`src/rtl/vap_pkg.sv`:
```
// Package for the video memory access port.
// Holds sizes, request and register codes, shared structs and address helpers.
// No dependencies.
`default_nettype none
package vap_pkg;

	localparam int MEM_BYTES = 65536;
	localparam int MEM_WORDS = MEM_BYTES / 2;
	localparam int WIDX_W    = $clog2(MEM_WORDS);

	localparam logic [2:0] REQ_ADDR_LO = 3'd0;
	localparam logic [2:0] REQ_ADDR_HI = 3'd1;
	localparam logic [2:0] REQ_WR_LO   = 3'd2;
	localparam logic [2:0] REQ_WR_HI   = 3'd3;
	localparam logic [2:0] REQ_RD_LO   = 3'd4;
	localparam logic [2:0] REQ_RD_HI   = 3'd5;

	localparam logic [2:0] REG_DISPLAY_OFF = 3'd0;
	localparam logic [2:0] REG_TALL_SCREEN = 3'd1;
	localparam logic [2:0] REG_INTERLACED  = 3'd2;
	localparam logic [2:0] REG_LINES       = 3'd3;
	localparam logic [2:0] REG_STEP_HIGH   = 3'd4;
	localparam logic [2:0] REG_REMAP       = 3'd5;
	localparam logic [2:0] REG_STEP_CODE   = 3'd6;

	localparam logic [8:0]  LINES_RESET  = 9'd262;
	localparam logic [10:0] CYC_LAST     = 11'd1362;
	localparam logic [10:0] CYC_WIN      = 11'd4;
	localparam logic [10:0] CYC_OPEN_BUS = 11'd6;
	localparam logic [8:0]  VIS_TALL     = 9'd239;
	localparam logic [8:0]  VIS_NORM     = 9'd224;
	localparam logic [8:0]  BLANK_TALL   = 9'd240;
	localparam logic [8:0]  BLANK_NORM   = 9'd225;

	localparam logic [1:0] REMAP_NONE = 2'd0;
	localparam logic [1:0] REMAP_5    = 2'd1;
	localparam logic [1:0] REMAP_6    = 2'd2;
	localparam logic [1:0] REMAP_7    = 2'd3;

	localparam logic [1:0] STEP_1  = 2'd0;
	localparam logic [1:0] STEP_32 = 2'd1;

	typedef struct packed {
		logic       display_off;
		logic       tall_screen;
		logic       interlaced;
		logic [8:0] lines_per_frame;
		logic       step_on_high;
		logic [1:0] remap_mode;
		logic [1:0] step_code;
	} cfg_t;

	typedef struct packed {
		logic clear;
		logic accept;
		logic load;
		logic move;
	} vap_cmd_t;

	typedef struct packed {
		logic clear_last;
	} vap_stat_t;

	function automatic logic [15:0] remap_addr(input logic [15:0] a, input logic [1:0] mode);
		logic [15:0] r;
		unique case (mode)
			REMAP_NONE: r = a;
			REMAP_5:    r = {a[15:8], a[4:0], a[7:5]};
			REMAP_6:    r = {a[15:9], a[5:0], a[8:6]};
			REMAP_7:    r = {a[15:10], a[6:0], a[9:7]};
			default:    r = a;
		endcase
		return r;
	endfunction

	function automatic logic [15:0] step_size(input logic [1:0] code);
		logic [15:0] s;
		unique case (code)
			STEP_1:  s = 16'd1;
			STEP_32: s = 16'd32;
			default: s = 16'd128;
		endcase
		return s;
	endfunction

endpackage
`default_nettype wire

```
`src/rtl/vap_ctrl.sv`:
```
// Controller of the video memory access port: memory clear, item sequencing
// and the valid flags of the pending and output result slots. Depends on vap_pkg.
`default_nettype none
module vap_ctrl import vap_pkg::*; (
	input  wire logic      clk,
	input  wire logic      arst_n,
	input  wire logic      s_tvalid,
	output logic           s_tready,
	output logic           m_tvalid,
	input  wire logic      m_tready,
	input  wire vap_stat_t stat,
	output vap_cmd_t       cmd
);

	typedef enum logic [1:0] {
		ST_CLEAR,
		ST_IDLE,
		ST_LOAD
	} state_t;

	state_t state_q;
	logic   pend_q;
	logic   out_q;
	logic   accept;
	logic   move;

	assign s_tready = (state_q == ST_IDLE) && !pend_q;
	assign accept   = s_tvalid && s_tready;
	assign move     = pend_q && (!out_q || m_tready);
	assign m_tvalid = out_q;

	assign cmd.clear  = (state_q == ST_CLEAR);
	assign cmd.accept = accept;
	assign cmd.load   = (state_q == ST_LOAD);
	assign cmd.move   = move;

	always_ff @(posedge clk or negedge arst_n) begin
		if (!arst_n) begin
			state_q <= ST_CLEAR;
			pend_q  <= 1'b0;
			out_q   <= 1'b0;
		end else begin
			unique case (state_q)
				ST_CLEAR: if (stat.clear_last) state_q <= ST_IDLE;
				ST_IDLE:  if (accept) state_q <= ST_LOAD;
				ST_LOAD:  state_q <= ST_IDLE;
				default:  state_q <= ST_CLEAR;
			endcase
			if (accept) begin
				pend_q <= 1'b1;
			end else if (move) begin
				pend_q <= 1'b0;
			end
			if (move) begin
				out_q <= 1'b1;
			end else if (m_tready) begin
				out_q <= 1'b0;
			end
		end
	end

endmodule
`default_nettype wire

```
`config.mk`:
```
export PLATFORM = sky130hd
export DESIGN_NAME = vap_ctrl
export DESIGN_NICKNAME = d
export VERILOG_FILES = /design/src/rtl/vap_pkg.sv /design/src/rtl/vap_ctrl.sv
export SDC_FILE = /design/constraint.sdc
export NUM_CORES = 1
export LEC_CHECK = 0
export BUFFER_PORTS_ARGS = -buffer_cell sky130_fd_sc_hd__buf_2
export CAP_MARGIN = 20
export CORE_AREA = 8 8 45 47
export CTS_BUF_LIST = sky130_fd_sc_hd__clkbuf_4 sky130_fd_sc_hd__clkbuf_8 sky130_fd_sc_hd__clkbuf_16
export DETAILED_ROUTE_END_ITERATION = 8
export DIE_AREA = 0 0 53 55
export MAX_ROUTING_LAYER = met4
export SYNTH_ARGS = -nofsm -noshare
export SYNTH_HDL_FRONTEND = slang
export SYNTH_SLANG_ARGS = --single-unit
```
`constraint.sdc`:
```
create_clock -name clk -period 3.5 [get_ports clk]
set_input_delay 1.05 -clock clk [delete_from_list [all_inputs] [get_ports clk]]
set_output_delay 1.05 -clock clk [all_outputs]
set_load 0.05 [all_outputs]
```
# Word level (Yosys, flattened, before mapping)
# Cells that the tools add are included.
# totals
reg_bits	4
latchBits	0
mem_bits_rw	0
mem_bits_ro	0
input_bits	5
output_inout_bits	6
elab_cells	24
memories	0
# op_classes
add_sub_neg	0
multipliers	0
n_div	0
n_lt_le_gt_ge	0
eq_ne	4
shifts	0
muxes	7
n_bitwise	0
reduce_logical	10
# op_table
op	n
one-hot mux 2 bit (3 select lines)	1
2-to-1 mux 1 bit	4
2-to-1 mux 2 bit	2
!= test 2 bit (second input constant)	2
nonzero test 2 bit	2
logical AND 1 bit	3
equality test 2 x 1 -> 1 bit (second input constant)	1
equality test 2 bit (second input constant)	1
logical NOT 1 bit	2
logical NOT 2 bit	1
AND reduction 2 bit	1
logical OR 1 bit	1

# Logic depth before layout (Yosys ltp)
# logic_depth
word_depth	5
mapped_depth	3
ltp_nobuf	2

# Worst setup path after synthesis
# No wires, ideal clock.
# synth_path
kind	in2out
from	in m_tready
to	out cmd[0] in the netlist's numbering
arrival_ns	1.575
required_ns	2.450
setup_slack_ns	0.875
cell_stages	3
n_path_buf	1
path_cell_list	nand2b_1 -> and2_2 -> buf_4
# synth_via
elab_chain_cells	2
# synth_lines
element	line	source
start, declared	vap_ctrl.sv:10	input wire logic m_tready,
logical OR 1 bit	vap_ctrl.sv:29	assign move = pend_q && (!out_q || m_tready);
logical AND 1 bit	vap_ctrl.sv:29	
end, declared	vap_ctrl.sv:12	output vap_cmd_t cmd
# No other way between the ends.

==> run_results.csv <==
group,metric,value,unit
critical_path,required,2.45,ns
synth,ys_warn_count,0,
critical_path,critPathKind,"in -> out",
critical_path,cp-end-kind,"output pin",
floorplanning,pin_count,11,
sta,finalSetupViolCount,0,
synth,ys_seq_area_frac,0.482,
critical_path,start_kind,"primary input",
hold_path,hp-class,"reg -> reg",
drt,drtPass1Iterations,2,
grt,grt_usage,0.0379,
synth,synth_area,208,µm²
grt,grt_pass1_vias,176,
grt,grt_start_max_net_pins,7,
clock_tree,clockBufferDepth,2,
synth,syn-instance-count,20,
critical_path,crit_slowest_cell,"buf_2",
synth,synth_cell_type_count,13,
clock_tree,cts_root_buffer,"clkbuf_4",
run_status,status,"complete, no violations",
layout,final_nets,38,
drt,ant_nets,0,
placement,place.port_buffers,10,
sta,final.setup.tns,0,ns
sta,maxSlewViolCount,0,
critical_path,crit_chain,"buf_2 > nand2b_1 > and2_2 > buf_2",
placement,globalplace.congestion,0.568,
clock_tree,cts_resized,0,
job,drv_cap,0,
critical_path,cp_max_fo,3,
drt,drt_iter0_markers,3,
floorplanning,initial_core_util,0.150,
clock_tree,cts_buffers,3,
hold_path,hold_start,"m_tvalid",
sta,period_minus_slack,2.74,ns
grt,antenna_found_initial,0,
clock_tree,htree_levels,1,
grt,grt_first_pass_wirelength,648,µm
sta,rsz0062_at_grt,"no",
drt,vias,172,
layout,area_growth,37.3,%
clock_tree,clk_pin_slew,0.03,ns
sta,timing.fmax,365,MHz
floorplanning,die_area,2920,µm²
clock_tree,insertion_delay,0.23,ns
critical_path,slowest_delay,0.20,ns
clock_tree,cts_tree,"built",
sta,worst_pin_slew,0.253,ns
sta,timing.final.crit_share,0.782,
sta,hold_viol,0,
critical_path,r2r_start,"state_q[0]",
critical_path,path_common_cell,"buf_2",
floorplanning,core,1380,µm²
sta,clock_skew,0.00297,ns
clock_tree,numClockSinks,4,
clock_tree,post_cts_buffers,0,
synth,synth_seq_cells,4,
grt,overflow,0,
critical_path,crit_start,"m_tready",
placement,hpwl,386,µm
layout,n_antenna_cell,0,
drt,drt_wl_total,448,µm
drt,route.detailed.drc,0,
drt,vias_per_cell,3.66,
layout,drive_gt1_frac,0.516,
floorplanning,die_x,53,µm
critical_path,worst_ep_arrival_time,1.69,ns
synth,synth_nets,25,
sta,slew_headroom,0.833,
synth,syn_area_per_cell,10.4,µm²
floorplanning,die_h,55,µm
clock_tree,cts_hold_buf,0,
floorplanning,rows,14,
drt,wire_per_inst,9.53,µm
-- placed cells by master (no fill, tap or decap) --
master | synthesis | routed
buf_2 | 0 | 10
dfrtp_1 | 4 | 4
nor2_1 | 3 | 3
clkbuf_4 | 0 | 3
nand2b_1 | 2 | 2
nor2b_1 | 1 | 1
and4bb_1 | 1 | 1
and2_2 | 1 | 1
inv_1 | 1 | 1
nand2_1 | 1 | 1
and2b_2 | 1 | 1
o22ai_1 | 1 | 1
and4bb_2 | 1 | 1
o21bai_1 | 1 | 1
-- worst max-delay path: cells and delay by family --
family        cells  cell delay [ns]
simple gates      2             0.34
buf+inv           2             0.29
-- metal layers --
layer / track usage / wire length (µm) / vias to the layer above
met5: - / 0 / -
met4: 0.0517 / 0 / 0
met3: 0.0348 / 58 / 0
met2: 0.0527 / 220 / 6
met1: 0.0230 / 168 / 77
li1: - / - / 89
-- through the flow --
stage	instance area [µm²]	hold slack, ns	std cells	setup WS [ns]	util
floorplan	208	0.494	20	0.875	-
global placement	263	0.519	44	0.756	0.190
detailed placement	263	0.523	44	0.758	0.190
CTS	285	0.533	47	0.758	0.206
global route	285	0.562	47	0.726	0.206
finish	285	0.519	47	0.762	0.206
-- layout make-up --
class,count,area (µm²)
clock buffers,3,22.5
inverters,1,3.75
fillers,154,1100
multi-input cells,13,88.8
repair buffers,10,50.0
well taps,16,20.0
flip-flops and latches,4,100
-- Yosys cell counts --
cell      instances  area [µm²]
dfrtp_1           4         100
inv_1             1        3.75
buf_4             2        15.0
nor2b_1           1        6.26
and2b_2           1        8.76
nand2_1           1        3.75
nor2_1            3        11.3
and4bb_2          1        12.5
o22ai_1           1        6.26
and2_2            1        7.51
nand2b_1          2        12.5
and4bb_1          1        12.5
o21bai_1          1        7.51
-- worst paths after layout --
kind                              endpoint  slack, ns  cells after the start
worst max-delay path                cmd[0]       0.76                      4
worst min-delay path              m_tvalid       0.52                      2
worst max register to register      pend_q       2.58                      2
worst min register to register    m_tvalid       0.52                      2
max in group asynchronous         m_tvalid       2.76                      1
min in group asynchronous       state_q[1]       0.61                      1
-- logic make-up (layout without fill, tap and decap cells) --
family,Yosys count,in the layout,synth area share
compound gates,2,2,0.0663
buf+inv,3,14,0.0903
flops,4,4,0.482
simple gates,11,11,0.361
-- state kept, by name, indices dropped and copies added, names as in the netlist --
name,cells
m_tvalid,1
state_q,2
pend_q,1
Power is left out: the tool's default activity adds up to more than one toggle a clock period on the data nets, which glitch-free logic cannot reach.
