File: src/rtl/vap_pkg.sv
// Package for the video memory access port.
// Holds sizes, request and register codes, shared structs and address helpers.
// No dependencies.
`default_nettype none
package vap_pkg;

	localparam int MEM_BYTES = 65536;
	localparam int MEM_WORDS = MEM_BYTES / 2;
	localparam int WIDX_W    = $clog2(MEM_WORDS);

	localparam logic [2:0] REQ_ADDR_LO = 3'd0;
	localparam logic [2:0] REQ_ADDR_HI = 3'd1;
	localparam logic [2:0] REQ_WR_LO   = 3'd2;
	localparam logic [2:0] REQ_WR_HI   = 3'd3;
	localparam logic [2:0] REQ_RD_LO   = 3'd4;
	localparam logic [2:0] REQ_RD_HI   = 3'd5;

	localparam logic [2:0] REG_DISPLAY_OFF = 3'd0;
	localparam logic [2:0] REG_TALL_SCREEN = 3'd1;
	localparam logic [2:0] REG_INTERLACED  = 3'd2;
	localparam logic [2:0] REG_LINES       = 3'd3;
	localparam logic [2:0] REG_STEP_HIGH   = 3'd4;
	localparam logic [2:0] REG_REMAP       = 3'd5;
	localparam logic [2:0] REG_STEP_CODE   = 3'd6;

	localparam logic [8:0]  LINES_RESET  = 9'd262;
	localparam logic [10:0] CYC_LAST     = 11'd1362;
	localparam logic [10:0] CYC_WIN      = 11'd4;
	localparam logic [10:0] CYC_OPEN_BUS = 11'd6;
	localparam logic [8:0]  VIS_TALL     = 9'd239;
	localparam logic [8:0]  VIS_NORM     = 9'd224;
	localparam logic [8:0]  BLANK_TALL   = 9'd240;
	localparam logic [8:0]  BLANK_NORM   = 9'd225;

	localparam logic [1:0] REMAP_NONE = 2'd0;
	localparam logic [1:0] REMAP_5    = 2'd1;
	localparam logic [1:0] REMAP_6    = 2'd2;
	localparam logic [1:0] REMAP_7    = 2'd3;

	localparam logic [1:0] STEP_1  = 2'd0;
	localparam logic [1:0] STEP_32 = 2'd1;

	typedef struct packed {
		logic       display_off;
		logic       tall_screen;
		logic       interlaced;
		logic [8:0] lines_per_frame;
		logic       step_on_high;
		logic [1:0] remap_mode;
		logic [1:0] step_code;
	} cfg_t;

	typedef struct packed {
		logic clear;
		logic accept;
		logic load;
		logic move;
	} vap_cmd_t;

	typedef struct packed {
		logic clear_last;
	} vap_stat_t;

	function automatic logic [15:0] remap_addr(input logic [15:0] a, input logic [1:0] mode);
		logic [15:0] r;
		unique case (mode)
			REMAP_NONE: r = a;
			REMAP_5:    r = {a[15:8], a[4:0], a[7:5]};
			REMAP_6:    r = {a[15:9], a[5:0], a[8:6]};
			REMAP_7:    r = {a[15:10], a[6:0], a[9:7]};
			default:    r = a;
		endcase
		return r;
	endfunction

	function automatic logic [15:0] step_size(input logic [1:0] code);
		logic [15:0] s;
		unique case (code)
			STEP_1:  s = 16'd1;
			STEP_32: s = 16'd32;
			default: s = 16'd128;
		endcase
		return s;
	endfunction

endpackage
`default_nettype wire

File: src/rtl/vap_regs.sv
// Configuration registers of the video memory access port, APB-style port.
// Depends on vap_pkg.
`default_nettype none
module vap_regs import vap_pkg::*; (
	input  wire logic        clk,
	input  wire logic        arst_n,
	input  wire logic        psel,
	input  wire logic        penable,
	input  wire logic        pwrite,
	input  wire logic [4:0]  paddr,
	input  wire logic [31:0] pwdata,
	output logic      [31:0] prdata,
	output logic             pready,
	output cfg_t             cfg
);

	cfg_t       cfg_q;
	logic       wr_en;
	logic [2:0] idx;

	assign pready = 1'b1;
	assign wr_en  = psel & penable & pwrite & pready;
	assign idx    = paddr[4:2];
	assign cfg    = cfg_q;

	always_ff @(posedge clk or negedge arst_n) begin
		if (!arst_n) begin
			cfg_q.display_off     <= 1'b0;
			cfg_q.tall_screen     <= 1'b0;
			cfg_q.interlaced      <= 1'b0;
			cfg_q.lines_per_frame <= LINES_RESET;
			cfg_q.step_on_high    <= 1'b0;
			cfg_q.remap_mode      <= 2'd0;
			cfg_q.step_code       <= 2'd0;
		end else if (wr_en) begin
			unique case (idx)
				REG_DISPLAY_OFF: cfg_q.display_off     <= pwdata[0];
				REG_TALL_SCREEN: cfg_q.tall_screen     <= pwdata[0];
				REG_INTERLACED:  cfg_q.interlaced      <= pwdata[0];
				REG_LINES:       cfg_q.lines_per_frame <= pwdata[8:0];
				REG_STEP_HIGH:   cfg_q.step_on_high    <= pwdata[0];
				REG_REMAP:       cfg_q.remap_mode      <= pwdata[1:0];
				REG_STEP_CODE:   cfg_q.step_code       <= pwdata[1:0];
				default: ;
			endcase
		end
	end

	always_comb begin
		prdata = 32'd0;
		unique case (idx)
			REG_DISPLAY_OFF: prdata = {31'd0, cfg_q.display_off};
			REG_TALL_SCREEN: prdata = {31'd0, cfg_q.tall_screen};
			REG_INTERLACED:  prdata = {31'd0, cfg_q.interlaced};
			REG_LINES:       prdata = {23'd0, cfg_q.lines_per_frame};
			REG_STEP_HIGH:   prdata = {31'd0, cfg_q.step_on_high};
			REG_REMAP:       prdata = {30'd0, cfg_q.remap_mode};
			REG_STEP_CODE:   prdata = {30'd0, cfg_q.step_code};
			default:         prdata = 32'd0;
		endcase
	end

endmodule
`default_nettype wire

File: config.mk
export PLATFORM = sky130hd
export DESIGN_NAME = vap_regs
export DESIGN_NICKNAME = d
export VERILOG_FILES = /design/src/rtl/vap_pkg.sv /design/src/rtl/vap_regs.sv
export SDC_FILE = /design/constraint.sdc
export NUM_CORES = 1
export LEC_CHECK = 0
export BUFFER_PORTS_ARGS = -buffer_cell sky130_fd_sc_hd__clkbuf_2
export CAP_MARGIN = 20
export CELL_PAD_IN_SITES_DETAIL_PLACEMENT = 1
export CELL_PAD_IN_SITES_GLOBAL_PLACEMENT = 1
export CORE_ASPECT_RATIO = 1.1
export CORE_UTILIZATION = 26
export DETAILED_ROUTE_END_ITERATION = 8
export GPL_ROUTABILITY_DRIVEN = 1
export PLACE_DENSITY = 0.79
export SLEW_MARGIN = 40
export SYNTH_ARGS = -nofsm -noshare
export SYNTH_HDL_FRONTEND = slang
export SYNTH_SLANG_ARGS = --single-unit
File: constraint.sdc
create_clock -name clk -period 1.2 [get_ports clk]
set_input_delay 0.24 -clock clk [delete_from_list [all_inputs] [get_ports clk]]
set_output_delay 0.24 -clock clk [all_outputs]
set_load 0.02 [all_outputs]
After elaboration in Yosys (flattened, before gate mapping)
Index checks and enable logic that the tools add are counted.
{"block": "totals", "ff_bits": 17, "in_bits": 42, "out_inout_bits": 50, "word_cells": 24}
{"block": "op_classes", "n_eq_ne": 6, "mux": 1, "bitwise_logic": 2, "n_reduce_logical": 8}
{"op": "$pmux W9 S7", "count": 1}
{"op": "$reduce_and A2 Y1", "count": 7}
{"op": "$eq A3 B3 Y1 const B", "count": 3}
{"op": "$eq A3 B2 Y1 const B", "count": 2}
{"op": "$eq A3 B1 Y1 const B", "count": 1}
{"op": "$logic_not A3 Y1", "count": 1}
{"op": "$and A1 B1 Y1", "count": 2}

Longest topological paths before layout
Gate-level depths: netlist (run 1).
{"block": "logic_depth", "depth_word": 3, "ltp_mapped": 6, "depth_no_buf": 4}

Worst setup path before layout (run 1)
OpenSTA, ideal clock, no wires.
{"block": "synth_path", "path_type": "reg-to-output", "start": "reg cfg_q (netlist bit cfg[14])", "end": "out prdata[0]", "arrival_ps": 1157, "required_ps": 960, "setup_slack_ps": -197, "path_stages_with_launch": 5, "n_path_buf": 0, "path_cell_list": "dfrtp_1 > mux2i_1 > nor2_1 > a31oi_1 > o21ai_0"}
{"block": "synth_via", "elab_chain_cells": 1}
{"item": "from (decl)", "line_no": "vap_regs.sv:17", "text": "cfg_t cfg_q;"}
{"item": "$pmux W9 S7", "line_no": "vap_regs.sv:51", "text": "unique case (idx)"}
{"item": "to (decl)", "line_no": "vap_regs.sv:12", "text": "output logic [31:0] prdata,"}
Every way passes these cells.

Worst setup path in the final report (run 1)
{"block": "layout_path", "start": "reg cfg_q (netlist bit cfg[5])", "end": "out prdata[0]"}
The elaborated chain is that of the path after synthesis.

==> results of run 1 <==
[repair_timing]
item / CTS / global route
setup buffers: 3 / 3
hold buffers: 1 / 0
endpoints found under the hold margin: 14 / 0
cloned: 0 / 1
gates resized for setup: 40 / 28
pin swaps: 3 / 3
setup endpoints to repair: 12 / 25
[worst paths after layout]
path | depth (start not counted) | start | slack [ns] | endpoint
min in group asynchronous | 2 | arst_n | 0.47 | cfg[0]$_DFFE_PN0P_
worst min register to register | 1 | cfg[4]$_DFFE_PN0P_ | 0.55 | cfg[4]$_DFFE_PN0P_
worst max-delay path | 5 | cfg[5]$_DFFE_PN0P_ | -0.28 | prdata[0]
worst min-delay path | 2 | pwdata[4] | 0.21 | cfg[9]$_DFFE_PN0P_
max in group asynchronous | 2 | arst_n | 0.39 | cfg[13]$_DFFE_PN1P_
worst max register to register | 3 | cfg[5]$_DFFE_PN0P_ | 0.17 | cfg[5]$_DFFE_PN0P_
[area by class of cell]
| class | count | area (um2) | area share [%] |
|---|---|---|---|
| inverter | 2 | 10.01 | 0.5913 |
| clock buffer | 3 | 41.29 | 2.439 |
| sequential | 17 | 429.2 | 25.35 |
| clock inverter | 1 | 5.005 | 0.2956 |
| multi-input combinational | 74 | 555.5 | 32.82 |
| timing repair buffer | 67 | 586.8 | 34.66 |
| tap | 52 | 65.06 | 3.843 |
[cells by family (layout without fill, tap and decap cells)]
kind of cell	count (synthesis)	in the layout
buffers and inverters	30	73
and+or+nand+nor	24	25
muxes	19	19
DFF	17	17
AOI/OAI and AO/OA	6	6
other	2	24
[power breakdown]
group	switching (mW)	total (mW)	internal (mW)
clock	0.208	0.439	0.231
combinational	0.441	0.897	0.457
sequential	0.0933	0.794	0.701
total	0.742	2.13	1.39
[metal layers]
| layer | vias to the layer above | share of wire [%] |
|---|---|---|
| li1 | 414 | - |
| met3 | 2 | 8.5 |
| met2 | 50 | 53 |
| met4 | 0 | 0.65 |
| met1 | 417 | 38 |
| met5 | - | 0 |
[cell usage after synthesis, types with 2 or more instances]
cell type and number:
sky130_fd_sc_hd__and3_1 2, sky130_fd_sc_hd__buf_4 25, sky130_fd_sc_hd__mux2_2 16, sky130_fd_sc_hd__dfrtp_1 14, sky130_fd_sc_hd__and2_1 7, sky130_fd_sc_hd__nor2_1 3
sky130_fd_sc_hd__nor4_1 2, sky130_fd_sc_hd__buf_2 2, sky130_fd_sc_hd__dfstp_2 3, sky130_fd_sc_hd__conb_1 2, sky130_fd_sc_hd__nand2_1 3, sky130_fd_sc_hd__mux2i_1 2
sky130_fd_sc_hd__o21ai_0 3, sky130_fd_sc_hd__nand3b_1 3
[metrics by stage]
stage / setup WS, ns / util, % / TNS [ns] / power [mW]
finish: -0.2805 / 43.03 / -1.022 / 2.130
global route: -0.3460 / 43.03 / -1.326 / 2.238
CTS: -0.3318 / 41.13 / -1.174 / 2.071
detailed placement: -0.2687 / 35.05 / -5.072 / 1.520
global placement: -0.2259 / 35.05 / -3.986 / 1.495
floorplan: -0.04508 / - / -0.4753 / 1.268
[cells in the final DEF (no fill, tap or decap), types with 5 or more instances in the layout]
cell	synthesis	final
sky130_fd_sc_hd__and2_4	0	7
sky130_fd_sc_hd__buf_8	0	11
sky130_fd_sc_hd__buf_6	1	7
sky130_fd_sc_hd__mux2_2	16	11
sky130_fd_sc_hd__clkbuf_2	0	23
sky130_fd_sc_hd__buf_4	25	22
sky130_fd_sc_hd__conb_1	2	24
sky130_fd_sc_hd__mux2_4	0	6
sky130_fd_sc_hd__dfrtp_1	14	14
sky130_fd_sc_hd__clkbuf_8	0	5
==> qor_table.md, run 1 <==
| Group | Item | Reported |
| --- | --- | --- |
| clock network | Clock insertion delay at the later pin of the skew report | 0.25 ns |
| critical path | Biggest cell delay along the critical path | 0.39 ns |
| logic synthesis | Netlist Area Pre-Place | 1061 um2 |
| floorplanning | Core Rows | 24 |
| routing | Post-route ant nets | 0 |
| global route | Via count of the first global-routing pass | 933 |
| timing | Final Critical Period | 1.480 ns |
| floorplanning | Core ar. | 3934 um2 |
| global route | Antenna violations before repair | 0 |
| logic synthesis | Number of flops mapped to enable cells by yosys | 0 |
| logic synthesis | Arithmetic-cell share of the synthesized area counting full adders, half adders and majority gates | 0% |
| timing | Final setup margin | -0.2805 ns |
| layout | Number of antenna diodes | 0 |
| logic synthesis | Largest family of logic cells by synthesized area | buffers and inverters |
| critical path | Critical Path Slowest Stage Cell | sky130_fd_sc_hd__dfrtp_1 |
| critical path | Number of buffers and inverters on the critical path | 1 |
| global route | Wire length of the first global-routing pass | 4498 um |
| placed design | Quantity of I/O buffers inserted on ports | 42 |
| logic synthesis | Most common flop cell mapped by yosys | sky130_fd_sc_hd__dfrtp_1 |
| logic synthesis | Sequential share of the synthesized area | 40.45% |
| critical path | Crit Path Class | flop to output port |
| timing | Hold Fails Final Rpt | 0 |
| power and ir drop | Leakage power | 0.8837 nW |
| layout | Filler cells | 447 |
| layout | Non-filler cells, final | 216 |
| routing | Via/cell ratio | 4.088 |
| timing | Final worst path period share | 123.4% |
| logic synthesis | Yosys warns | 0 |
| critical path | Top fanout value on the critical path | 2 |
| floorplanning | Die Span Y | 69 um |
| routing | Average wire per standard cell | 13.55 um |
| timing | RSZ-0062 raised after global routing | true |
| layout | Final #Nets | 207 |
| global route | Residual overflow from global routing | 0 |
| hold path | Path type of the worst min-delay path | input pin to flop |
| timing | Worst clock skew | 0 ns |
| logic synthesis | Fraction of registers with async set or reset after synthesis | 100.0% |
| global route | Met1 Resource Use GR | 13.95% |
| layout | Layout-stage area growth over the synthesis result | 59.55% |
| layout | Largest register FFs | 17 |
| floorplanning | Initial core utilization | 26.97% |
| logic synthesis | Cell type contributing the most total cell area after synthesis | sky130_fd_sc_hd__dfrtp_1 |
| global route | Fraction of met2 tracks used by global routing | 24.73% |
| clock network | CTS tree | done |
| outcome | Result of the run | finished, violations left |
| power and ir drop | Worst IR Drop VDD | 0.0006933 V |
| global route | Global-route usage over all layers | 13.32% |
| routing | Drt first pass iters | 3 |
| logic synthesis | Multiplexer share of the synthesized area | 19.93% |
| global route | Busiest metal layer after global routing | met2 |
| logic synthesis | Simple-Gate Fraction of Synth Area | 14.98% |
| outcome | Failing checks | negative setup slack |
| placed design | Post-detail-place hpwl | 2180 um |
| floorplanning | Area enclosed by the die boundary | 4341 um2 |
| placed design | DP Cell Count | 205 |
| clock network | Maximum number of buffers from clock root to sink | 2 |
| floorplanning | Die X-Extent | 62.91 um |
| critical path | Required time worst endpoint | 0.96 ns |
| run | Max-capacitance violation count | 0 |
| timing | Count of pins over their slew limit | 0 |
| logic synthesis | Top cells by area in the synthesized netlist | sky130_fd_sc_hd__dfrtp_1 33%, sky130_fd_sc_hd__buf_4 18%, sky130_fd_sc_hd__mux2_2 17%, sky130_fd_sc_hd__dfstp_2 7.4%, sky130_fd_sc_hd__and2_1 4.1% |
| global route | Met3 track utilization from global routing | 3.808% |
| logic synthesis | Average footprint of a synthesized cell | 10.83 um2 |
| clock network | Clock transition at the registers of the reported paths | 0.07 ns |
| clock network | Sinks on the clock net | 17 |
| placed design | Weighted congestion reported at the end of routability-driven placement | 0.7033 |
| global route | Pin count of the biggest net entering global routing | 18 |
| timing | Maximum clock rate | 675.5 MHz |
| clock network | Number of clock buffers inserted by TritonCTS | 3 |
| logic synthesis | Count of different cell masters after synthesis | 25 |
| critical path | Worst path arrival time | 1.24 ns |
| layout | Share of cells above drive strength 1 | 63.41% |
| layout | Post-route standard cell area excluding fillers | 1693 um2 |
| placed design | Area after DPL | 1379 um2 |
| routing | Routed Wire Length | 2927 um |
| critical path | Element type at the critical path end | output port |
| logic synthesis | Area share of the leading cell type in the synthesized netlist | 33.02% |
| power and ir drop | Ratio of total power to cell area | 1258 nW/um2 |
| timing | Setup violation total in the final timing report | 10 |
| clock network | CTS root buf | sky130_fd_sc_hd__clkbuf_8 |
| floorplanning | Number of top-level pins | 92 |
| routing | Post-detailed-route DRC marker count | 0 |
| critical path | CP cell instances | mux2i_1 -> o21ai_1 -> a21oi_2 -> o21ai_2 -> clkbuf_8 |
| critical path | Kind of start point of the critical path | flop |
| logic synthesis | Number of cells produced by synthesis | 98 |
| routing | Count of vias placed by the detailed router | 883 |
| logic synthesis | Synth Register Bits | 17 |
| timing | Hold Slack | 0.2106 ns |
| clock network | CTS H-Tree Depth | 1 |
| logic synthesis | Xor/xnor cell area share of the yosys netlist | 0% |
| critical path | Kind of cell with the highest combined delay on the critical path | flip-flops |
| logic synthesis | Synth Area in Compound Gates | 3.302% |
| routing | DRC marker count from the first detailed-route iteration | 5 |
No activity file was read; power rests on OpenSTA's default activity.
==> run 2: changes to the inputs <==
ABC_AREA = 1   (was default)
CORE_UTILIZATION = 27   (was 26)
PLACE_DENSITY = 0.83   (was 0.79)
clock period = 1.8 ns   (was 1.2 ns; I/O delays follow)
==> qor_table.md, run 2 <==
| Group | Item | Reported |
| --- | --- | --- |
| outcome | Result of the run | finished, final reports clean |
| logic synthesis | Average footprint of a synthesized cell | 7.990 um2 |
| logic synthesis | Synth Register Bits | 17 |
| logic synthesis | Yosys warns | 0 |
| run | Max-capacitance violation count | 0 |
| timing | Worst clock skew | 0 ns |
| critical path | Biggest cell delay along the critical path | 0.20 ns |
| timing | Maximum clock rate | 608.6 MHz |
| floorplanning | Initial core utilization | 28.22% |
| floorplanning | Core Rows | 24 |
| critical path | Critical path startpoint | paddr[2] |
| global route | Antenna violations before repair | 0 |
| critical path | Kind of start point of the critical path | input pin |
| routing | Via/cell ratio | 4.047 |
| critical path | Top fanout value on the critical path | 7 |
| timing | Final Critical Period | 1.643 ns |
| critical path | End of the worst register-to-register path | cfg[7]$_DFFE_PN1P_ |
| logic synthesis | Top cells by area in the synthesized netlist | sky130_fd_sc_hd__dfrtp_1 31%, sky130_fd_sc_hd__buf_4 16%, sky130_fd_sc_hd__nand2_1 10%, sky130_fd_sc_hd__o21ai_0 7.2%, sky130_fd_sc_hd__dfstp_2 7.0% |
| layout | Share of cells above drive strength 1 | 31.11% |
| logic synthesis | Count of different cell masters after synthesis | 19 |
| floorplanning | Core ar. | 3964 um2 |
| floorplanning | Number of top-level pins | 92 |
| clock network | CTS tree | done |
| logic synthesis | Sequential share of the synthesized area | 38.37% |
| clock network | Number of buffers inserted to repair setup after CTS | 0 |
| placed design | Weighted congestion reported at the end of routability-driven placement | 0.7326 |
| clock network | Maximum number of buffers from clock root to sink | 2 |
| logic synthesis | Most used standard cell by instance count after synthesis | sky130_fd_sc_hd__nand2_1 |
| logic synthesis | Xor/xnor cell area share of the yosys netlist | 0% |
| global route | Residual overflow from global routing | 0 |
| clock network | Clock transition at the registers of the reported paths | 0.07 ns |
| placed design | Quantity of I/O buffers inserted on ports | 42 |
| logic synthesis | Arithmetic-cell share of the synthesized area counting full adders, half adders and majority gates | 0% |
| power and ir drop | Worst IR Drop VDD | 0.0002841 V |
| global route | Global-route usage over all layers | 13.01% |
| global route | Pin count of the biggest net entering global routing | 18 |
| layout | Top library cells by usage in the layout, fill and taps aside | 42 x sky130_fd_sc_hd__clkbuf_2, 30 x sky130_fd_sc_hd__nand2_1, 24 x sky130_fd_sc_hd__conb_1, 16 x sky130_fd_sc_hd__o21ai_0, 15 x sky130_fd_sc_hd__nor2_1 |
| timing | Final worst path period share | 91.28% |
| layout | Commonest non-fill, non-tap cell in the layout | sky130_fd_sc_hd__clkbuf_2 |
| critical path | Worst path arrival time | 1.28 ns |
| layout | Number of antenna diodes | 0 |
| critical path | Critical Path Slowest Stage Cell | sky130_fd_sc_hd__clkbuf_2 |
| critical path | Termination of the worst setup path | prdata[1] |
| routing | Average wire per standard cell | 11.00 um |
| power and ir drop | Leakage power | 0.7268 nW |
| floorplanning | Die Span Y | 69.51 um |
| placed design | Post-detail-place hpwl | 2061 um |
| routing | Routed Wire Length | 2553 um |
| logic synthesis | Synth Area in Compound Gates | 8.613% |
| logic synthesis | Largest family of logic cells by synthesized area | simple AND/OR/NAND/NOR gates |
| clock network | CTS root buf | sky130_fd_sc_hd__clkbuf_8 |
| critical path | Crit Path Class | input pin to output port |
| critical path | FF-to-FF Start | cfg[7]$_DFFE_PN1P_ |
| floorplanning | Die X-Extent | 63.37 um |
| logic synthesis | Area share of the leading cell type in the synthesized netlist | 31.32% |
| logic synthesis | Fraction of registers with async set or reset after synthesis | 100.0% |
| critical path | Cell type with the highest occurrence count on the critical path | sky130_fd_sc_hd__clkbuf_2 |
| logic synthesis | Most common flop cell mapped by yosys | sky130_fd_sc_hd__dfrtp_1 |
| critical path | Required time worst endpoint | 1.44 ns |
| logic synthesis | Simple-Gate Fraction of Synth Area | 26.51% |
| routing | DRC marker count from the first detailed-route iteration | 38 |
| hold path | Path type of the worst min-delay path | input pin to asynchronous set/reset pin |
| timing | Hold Fails Final Rpt | 0 |
| timing | Count of pins over their slew limit | 0 |
| critical path | R2R setup slack | 1.00 ns |
| critical path | CP cell instances | clkbuf_2 -> inv_2 -> nor2_2 -> nand2_1 -> o211ai_1 -> clkbuf_2 |
| placed design | Area after DPL | 1247 um2 |
| critical path | Worst-case reg-to-reg path depth | 2 |
| layout | Layout-stage area growth over the synthesis result | 15.66% |
| logic synthesis | List of most frequent post-synthesis cells | 30 x sky130_fd_sc_hd__nand2_1, 24 x sky130_fd_sc_hd__buf_4, 16 x sky130_fd_sc_hd__o21ai_0 |
| logic synthesis | Multiplexer share of the synthesized area | 0% |
| routing | Drt first pass iters | 4 |
| routing | Post-route ant nets | 0 |
| global route | Wire length of the first global-routing pass | 4464 um |
| clock network | CTS H-Tree Depth | 1 |
| timing | Final setup margin | 0.1569 ns |
| floorplanning | Area enclosed by the die boundary | 4405 um2 |
| timing | Setup violation total in the final timing report | 0 |
| logic synthesis | Netlist Area Pre-Place | 1119 um2 |
| placed design | Post-Place Setup Slack | 0.1599 ns |
| global route | Via count of the first global-routing pass | 952 |
| clock network | Number of clock buffers inserted by TritonCTS | 3 |
| timing | RSZ-0062 raised after global routing | false |
| logic synthesis | Number of cells produced by synthesis | 140 |
| critical path | Element type at the critical path end | output port |
| clock network | Sinks on the clock net | 17 |
| logic synthesis | Cell type contributing the most total cell area after synthesis | sky130_fd_sc_hd__dfrtp_1 |
| timing | Post-Route Setup TNS | 0 ns |
| clock network | Cts repair resizes | 0 |
| routing | Count of vias placed by the detailed router | 939 |
| logic synthesis | Number of flops mapped to enable cells by yosys | 0 |
| clock network | Hold-fix buffers at CTS | 0 |
| layout | Largest register FFs | 17 |
| routing | Post-detailed-route DRC marker count | 0 |
| power and ir drop | Ratio of total power to cell area | 958.4 nW/um2 |
| layout | Final #Nets | 223 |
| layout | Post-route standard cell area excluding fillers | 1294 um2 |
| clock network | Clock insertion delay at the later pin of the skew report | 0.25 ns |
-- run 2: kinds of logic (layout without fill, tap and decap cells) --
| family | count (synthesis) | in the layout |
|---|---|---|
| and+or+nand+nor | 61 | 61 |
| AOI/OAI and AO/OA | 18 | 18 |
| buffers and inverters | 42 | 60 |
| other | 2 | 24 |
| DFF | 17 | 17 |
-- run 2: how the worst min path moves through the flow --
stage                start                  end  slack, ns  cells past startpoint
finish              arst_n  cfg[15]$_DFFE_PN0P_       0.04                      1
global route        arst_n  cfg[15]$_DFFE_PN0P_       0.06                      1
CTS                 arst_n  cfg[15]$_DFFE_PN0P_       0.05                      1
detailed placement  arst_n  cfg[15]$_DFFE_PN0P_       0.33                      1
global placement    arst_n  cfg[15]$_DFFE_PN0P_       0.33                      1
floorplan           arst_n   cfg[0]$_DFFE_PN0P_       0.06                      0
-- run 2: metal layers --
layer,part of all wire (%),up-vias,GRT usage (%),wire length (um)
li1,-,474,-,-
met3,4.8,2,2.138,123
met4,0.74,0,4.545,19
met2,52,35,23.40,1331
met1,42,428,15.29,1079
met5,0,-,0,0
-- run 2: critical path, delay by kind of cell --
| family | cells | cell delay, ns |
|---|---|---|
| AND/OR/NAND/NOR | 2 | 0.27 |
| buffers and inverters | 3 | 0.47 |
| AO/OA/AOI/OAI | 1 | 0.19 |
-- run 2: layout make-up --
class | instances | area, um2
Tap cell | 52 | 65.06
Sequential cell | 17 | 429.2
Timing Repair Buffer | 42 | 210.2
Clock inverter | 1 | 5.005
Multi-Input combinational cell | 103 | 483.0
Inverter | 14 | 60.06
Clock buffer | 3 | 41.29
Fill cell | 531 | 2670
-- run 2: where the power goes --
group | internal, mW | total (mW) | switching, mW
Sequential | 0.473 | 0.526 | 0.0528
Combinational | 0.121 | 0.422 | 0.302
Clock | 0.154 | 0.292 | 0.138
Total | 0.747 | 1.24 | 0.493
-- run 2: through the flow --
stage          power, mW  hold slack (ns)  instances  utilization [%]
5_1_grt            1.333          0.05900        232            32.64
3_5_place_dp      0.9621           0.3309        228            31.47
6_report           1.240          0.03512        232            32.64
4_1_cts            1.264          0.05068        232            32.64
2_1_floorplan     0.8496          0.06441        162                -
3_3_place_gp      0.9504           0.3276        228            31.47
==> run 3: changes to the inputs <==
CORE_UTILIZATION = 25   (was 27)
PLACE_DENSITY = 0.78   (was 0.83)
clock period = 1.77 ns   (was 1.8 ns; I/O delays follow)
==> qor_table.md, run 3 (same netlist as run 2, synthesis figures left out) <==
| Group | Item | Reported |
| --- | --- | --- |
| outcome | Result of the run | finished, final reports clean |
| routing | Count of vias placed by the detailed router | 966 |
| placed design | DP Cell Count | 230 |
| floorplanning | Number of top-level pins | 92 |
| timing | Maximum clock rate | 614.4 MHz |
| global route | Global-route usage over all layers | 11.60% |
| timing | Count of pins over their slew limit | 0 |
| floorplanning | Die Span Y | 72.16 um |
| power and ir drop | Share of total power in the clock network | 23.1% |
| routing | Average wire per standard cell | 11.00 um |
| layout | Sequential Area | 429.2 um2 |
| floorplanning | Initial core utilization | 26.10% |
| routing | Via/cell ratio | 4.128 |
| timing | RSZ-0062 raised after global routing | false |
| critical path | Top fanout value on the critical path | 7 |
| clock network | Hold-fix buffers at CTS | 0 |
| placed design | Post-detail-place hpwl | 2073 um |
| floorplanning | Die X-Extent | 65.78 um |
| clock network | Number of clock buffers inserted by TritonCTS | 3 |
| routing | Post-detailed-route DRC marker count | 0 |
| clock network | CTS H-Tree Depth | 1 |
| layout | Commonest non-fill, non-tap cell in the layout | sky130_fd_sc_hd__clkbuf_2 |
| layout | Share of the core filled with cells in the final layout | 30.22% |
| run | Max-capacitance violation count | 0 |
| routing | Routed Wire Length | 2573 um |
| power and ir drop | Worst IR Drop VDD | 0.0003360 V |
| timing | Setup violation total in the final timing report | 0 |
| timing | Final worst path period share | 91.96% |
| power and ir drop | Switching fraction of total power | 39.25% |
| critical path | Worst path arrival time | 1.27 ns |
| floorplanning | Core Rows | 25 |
| power and ir drop | Relative contribution of sequential cells to total power | 42.6% |
| critical path | Kind of start point of the critical path | input pin |
| critical path | Element type at the critical path end | output port |
| global route | Pin count of the biggest net entering global routing | 18 |
| placed design | Quantity of I/O buffers inserted on ports | 42 |
| power and ir drop | Proportion of power drawn by combinational gates | 34.3% |
| global route | Antenna violations before repair | 0 |
| timing | Final Critical Period | 1.628 ns |
| layout | Filler cells | 552 |
| timing | Post-Route Setup TNS | 0 ns |
| layout | Number of antenna diodes | 0 |
| power and ir drop | Leakage power | 0.7241 nW |
| routing | DRC marker count from the first detailed-route iteration | 34 |
| power and ir drop | Overall Power | 1.256 mW |
| clock network | Clock insertion delay at the later pin of the skew report | 0.24 ns |
| layout | Final #Nets | 223 |
| clock network | Clock transition at the registers of the reported paths | 0.07 ns |
| critical path | Required time worst endpoint | 1.42 ns |
| layout | Post-route standard cell area excluding fillers | 1295 um2 |
| global route | Wire length of the first global-routing pass | 4236 um |
| power and ir drop | Sw power | 0.4931 mW |
| hold path | Path type of the worst min-delay path | input pin to asynchronous set/reset pin |
| layout | Layout-stage area growth over the synthesis result | 15.77% |
| clock network | Maximum number of buffers from clock root to sink | 2 |
| power and ir drop | Ratio of total power to cell area | 970.0 nW/um2 |
| global route | Via count of the first global-routing pass | 935 |
| global route | Residual overflow from global routing | 0 |
| placed design | Area after DPL | 1250 um2 |
| power and ir drop | P_int | 0.7630 mW |
| layout | Share of cells above drive strength 1 | 30.56% |
| timing | Hold Fails Final Rpt | 0 |
| clock network | Sinks on the clock net | 17 |
| floorplanning | Core ar. | 4285 um2 |
| layout | Top library cells by usage in the layout, fill and taps aside | 42 x sky130_fd_sc_hd__clkbuf_2, 30 x sky130_fd_sc_hd__nand2_1, 24 x sky130_fd_sc_hd__conb_1, 16 x sky130_fd_sc_hd__o21ai_0, 15 x sky130_fd_sc_hd__nor2_1 |
| timing | Worst clock skew | 0 ns |
| routing | Drt first pass iters | 4 |
| critical path | Crit Path Class | input pin to output port |
| layout | Largest register FFs | 17 |
| routing | Post-route ant nets | 0 |
| clock network | CTS root buf | sky130_fd_sc_hd__clkbuf_8 |
| placed design | Weighted congestion reported at the end of routability-driven placement | 0.7842 |
| clock network | CTS tree | done |
| clock network | Cts repair resizes | 0 |
| clock network | Number of buffers inserted to repair setup after CTS | 0 |
| floorplanning | Area enclosed by the die boundary | 4746 um2 |
| layout | Non-filler cells, final | 234 |
| layout | Combined area of the multi-input logic cells | 483.0 um2 |
==> run 3: changes by cell type in the layout (fill, tap and decap cells not counted) <==
cell	change
sky130_fd_sc_hd__clkbuf_1	+1
sky130_fd_sc_hd__clkinv_2	-1
==> run 3: worst paths after layout <==
kind	from	to	slack, ns	cells after the start
max in group asynchronous	arst_n	cfg[13]$_DFFE_PN1P_	1.38	1
min reg2reg	cfg[6]$_DFFE_PN1P_	cfg[6]$_DFFE_PN1P_	0.50	2
min	arst_n	cfg[2]$_DFFE_PN0P_	0.04	1
min in group clk	pwdata[3]	cfg[8]$_DFFE_PN0P_	0.31	3
max	paddr[2]	prdata[1]	0.14	6
max reg2reg	cfg[13]$_DFFE_PN1P_	cfg[13]$_DFFE_PN1P_	0.97	2
==> run 3: power by group through the flow <==
| stage | sequential, mW | combinational [mW] | clock (mW) |
|---|---|---|---|
| 2_1_floorplan | 0.638 | 0.226 | 0 |
| 3_3_place_gp | 0.541 | 0.427 | 0 |
| 3_5_place_dp | 0.541 | 0.438 | 0 |
| 4_1_cts | 0.536 | 0.437 | 0.306 |
| 5_1_grt | 0.546 | 0.475 | 0.320 |
| 6_report | 0.535 | 0.430 | 0.291 |
==> run 3: final cells by class <==
cell class                      count  area share [%]
Multi-Input combinational cell    103           37.29
Sequential cell                    17           33.14
Timing Repair Buffer               42           16.23
Tap cell                           54           5.217
Inverter                           14           4.638
Clock buffer                        4           3.478
==> run 3: metrics by stage <==
stage / hold slack [ns] / setup WS, ns
6_report: 0.03818 / 0.1423
3_3_place_gp: 0.3280 / 0.1416
3_5_place_dp: 0.3305 / 0.1392
2_1_floorplan: 0.05841 / 0.3475
4_1_cts: 0.05654 / 0.1330
5_1_grt: 0.08729 / 0.05437
==> run 3: metal layers <==
layer / wire length (um) / track usage, % / vias up
li1: - / - / 475
met2: 1348 / 21.77 / 38
met1: 1076 / 13.67 / 451
met3: 136 / 1.887 / 2
met4: 11 / 2.174 / 0
met5: 0 / 0 / -
==> run 3: worst max-delay path, stage by stage <==
cell and delay (ns):
sky130_fd_sc_hd__clkbuf_2 0.19, sky130_fd_sc_hd__inv_2 0.07, sky130_fd_sc_hd__nor2_2 0.15, sky130_fd_sc_hd__nand2_1 0.11, sky130_fd_sc_hd__o211ai_1 0.20, sky130_fd_sc_hd__clkbuf_2 0.20
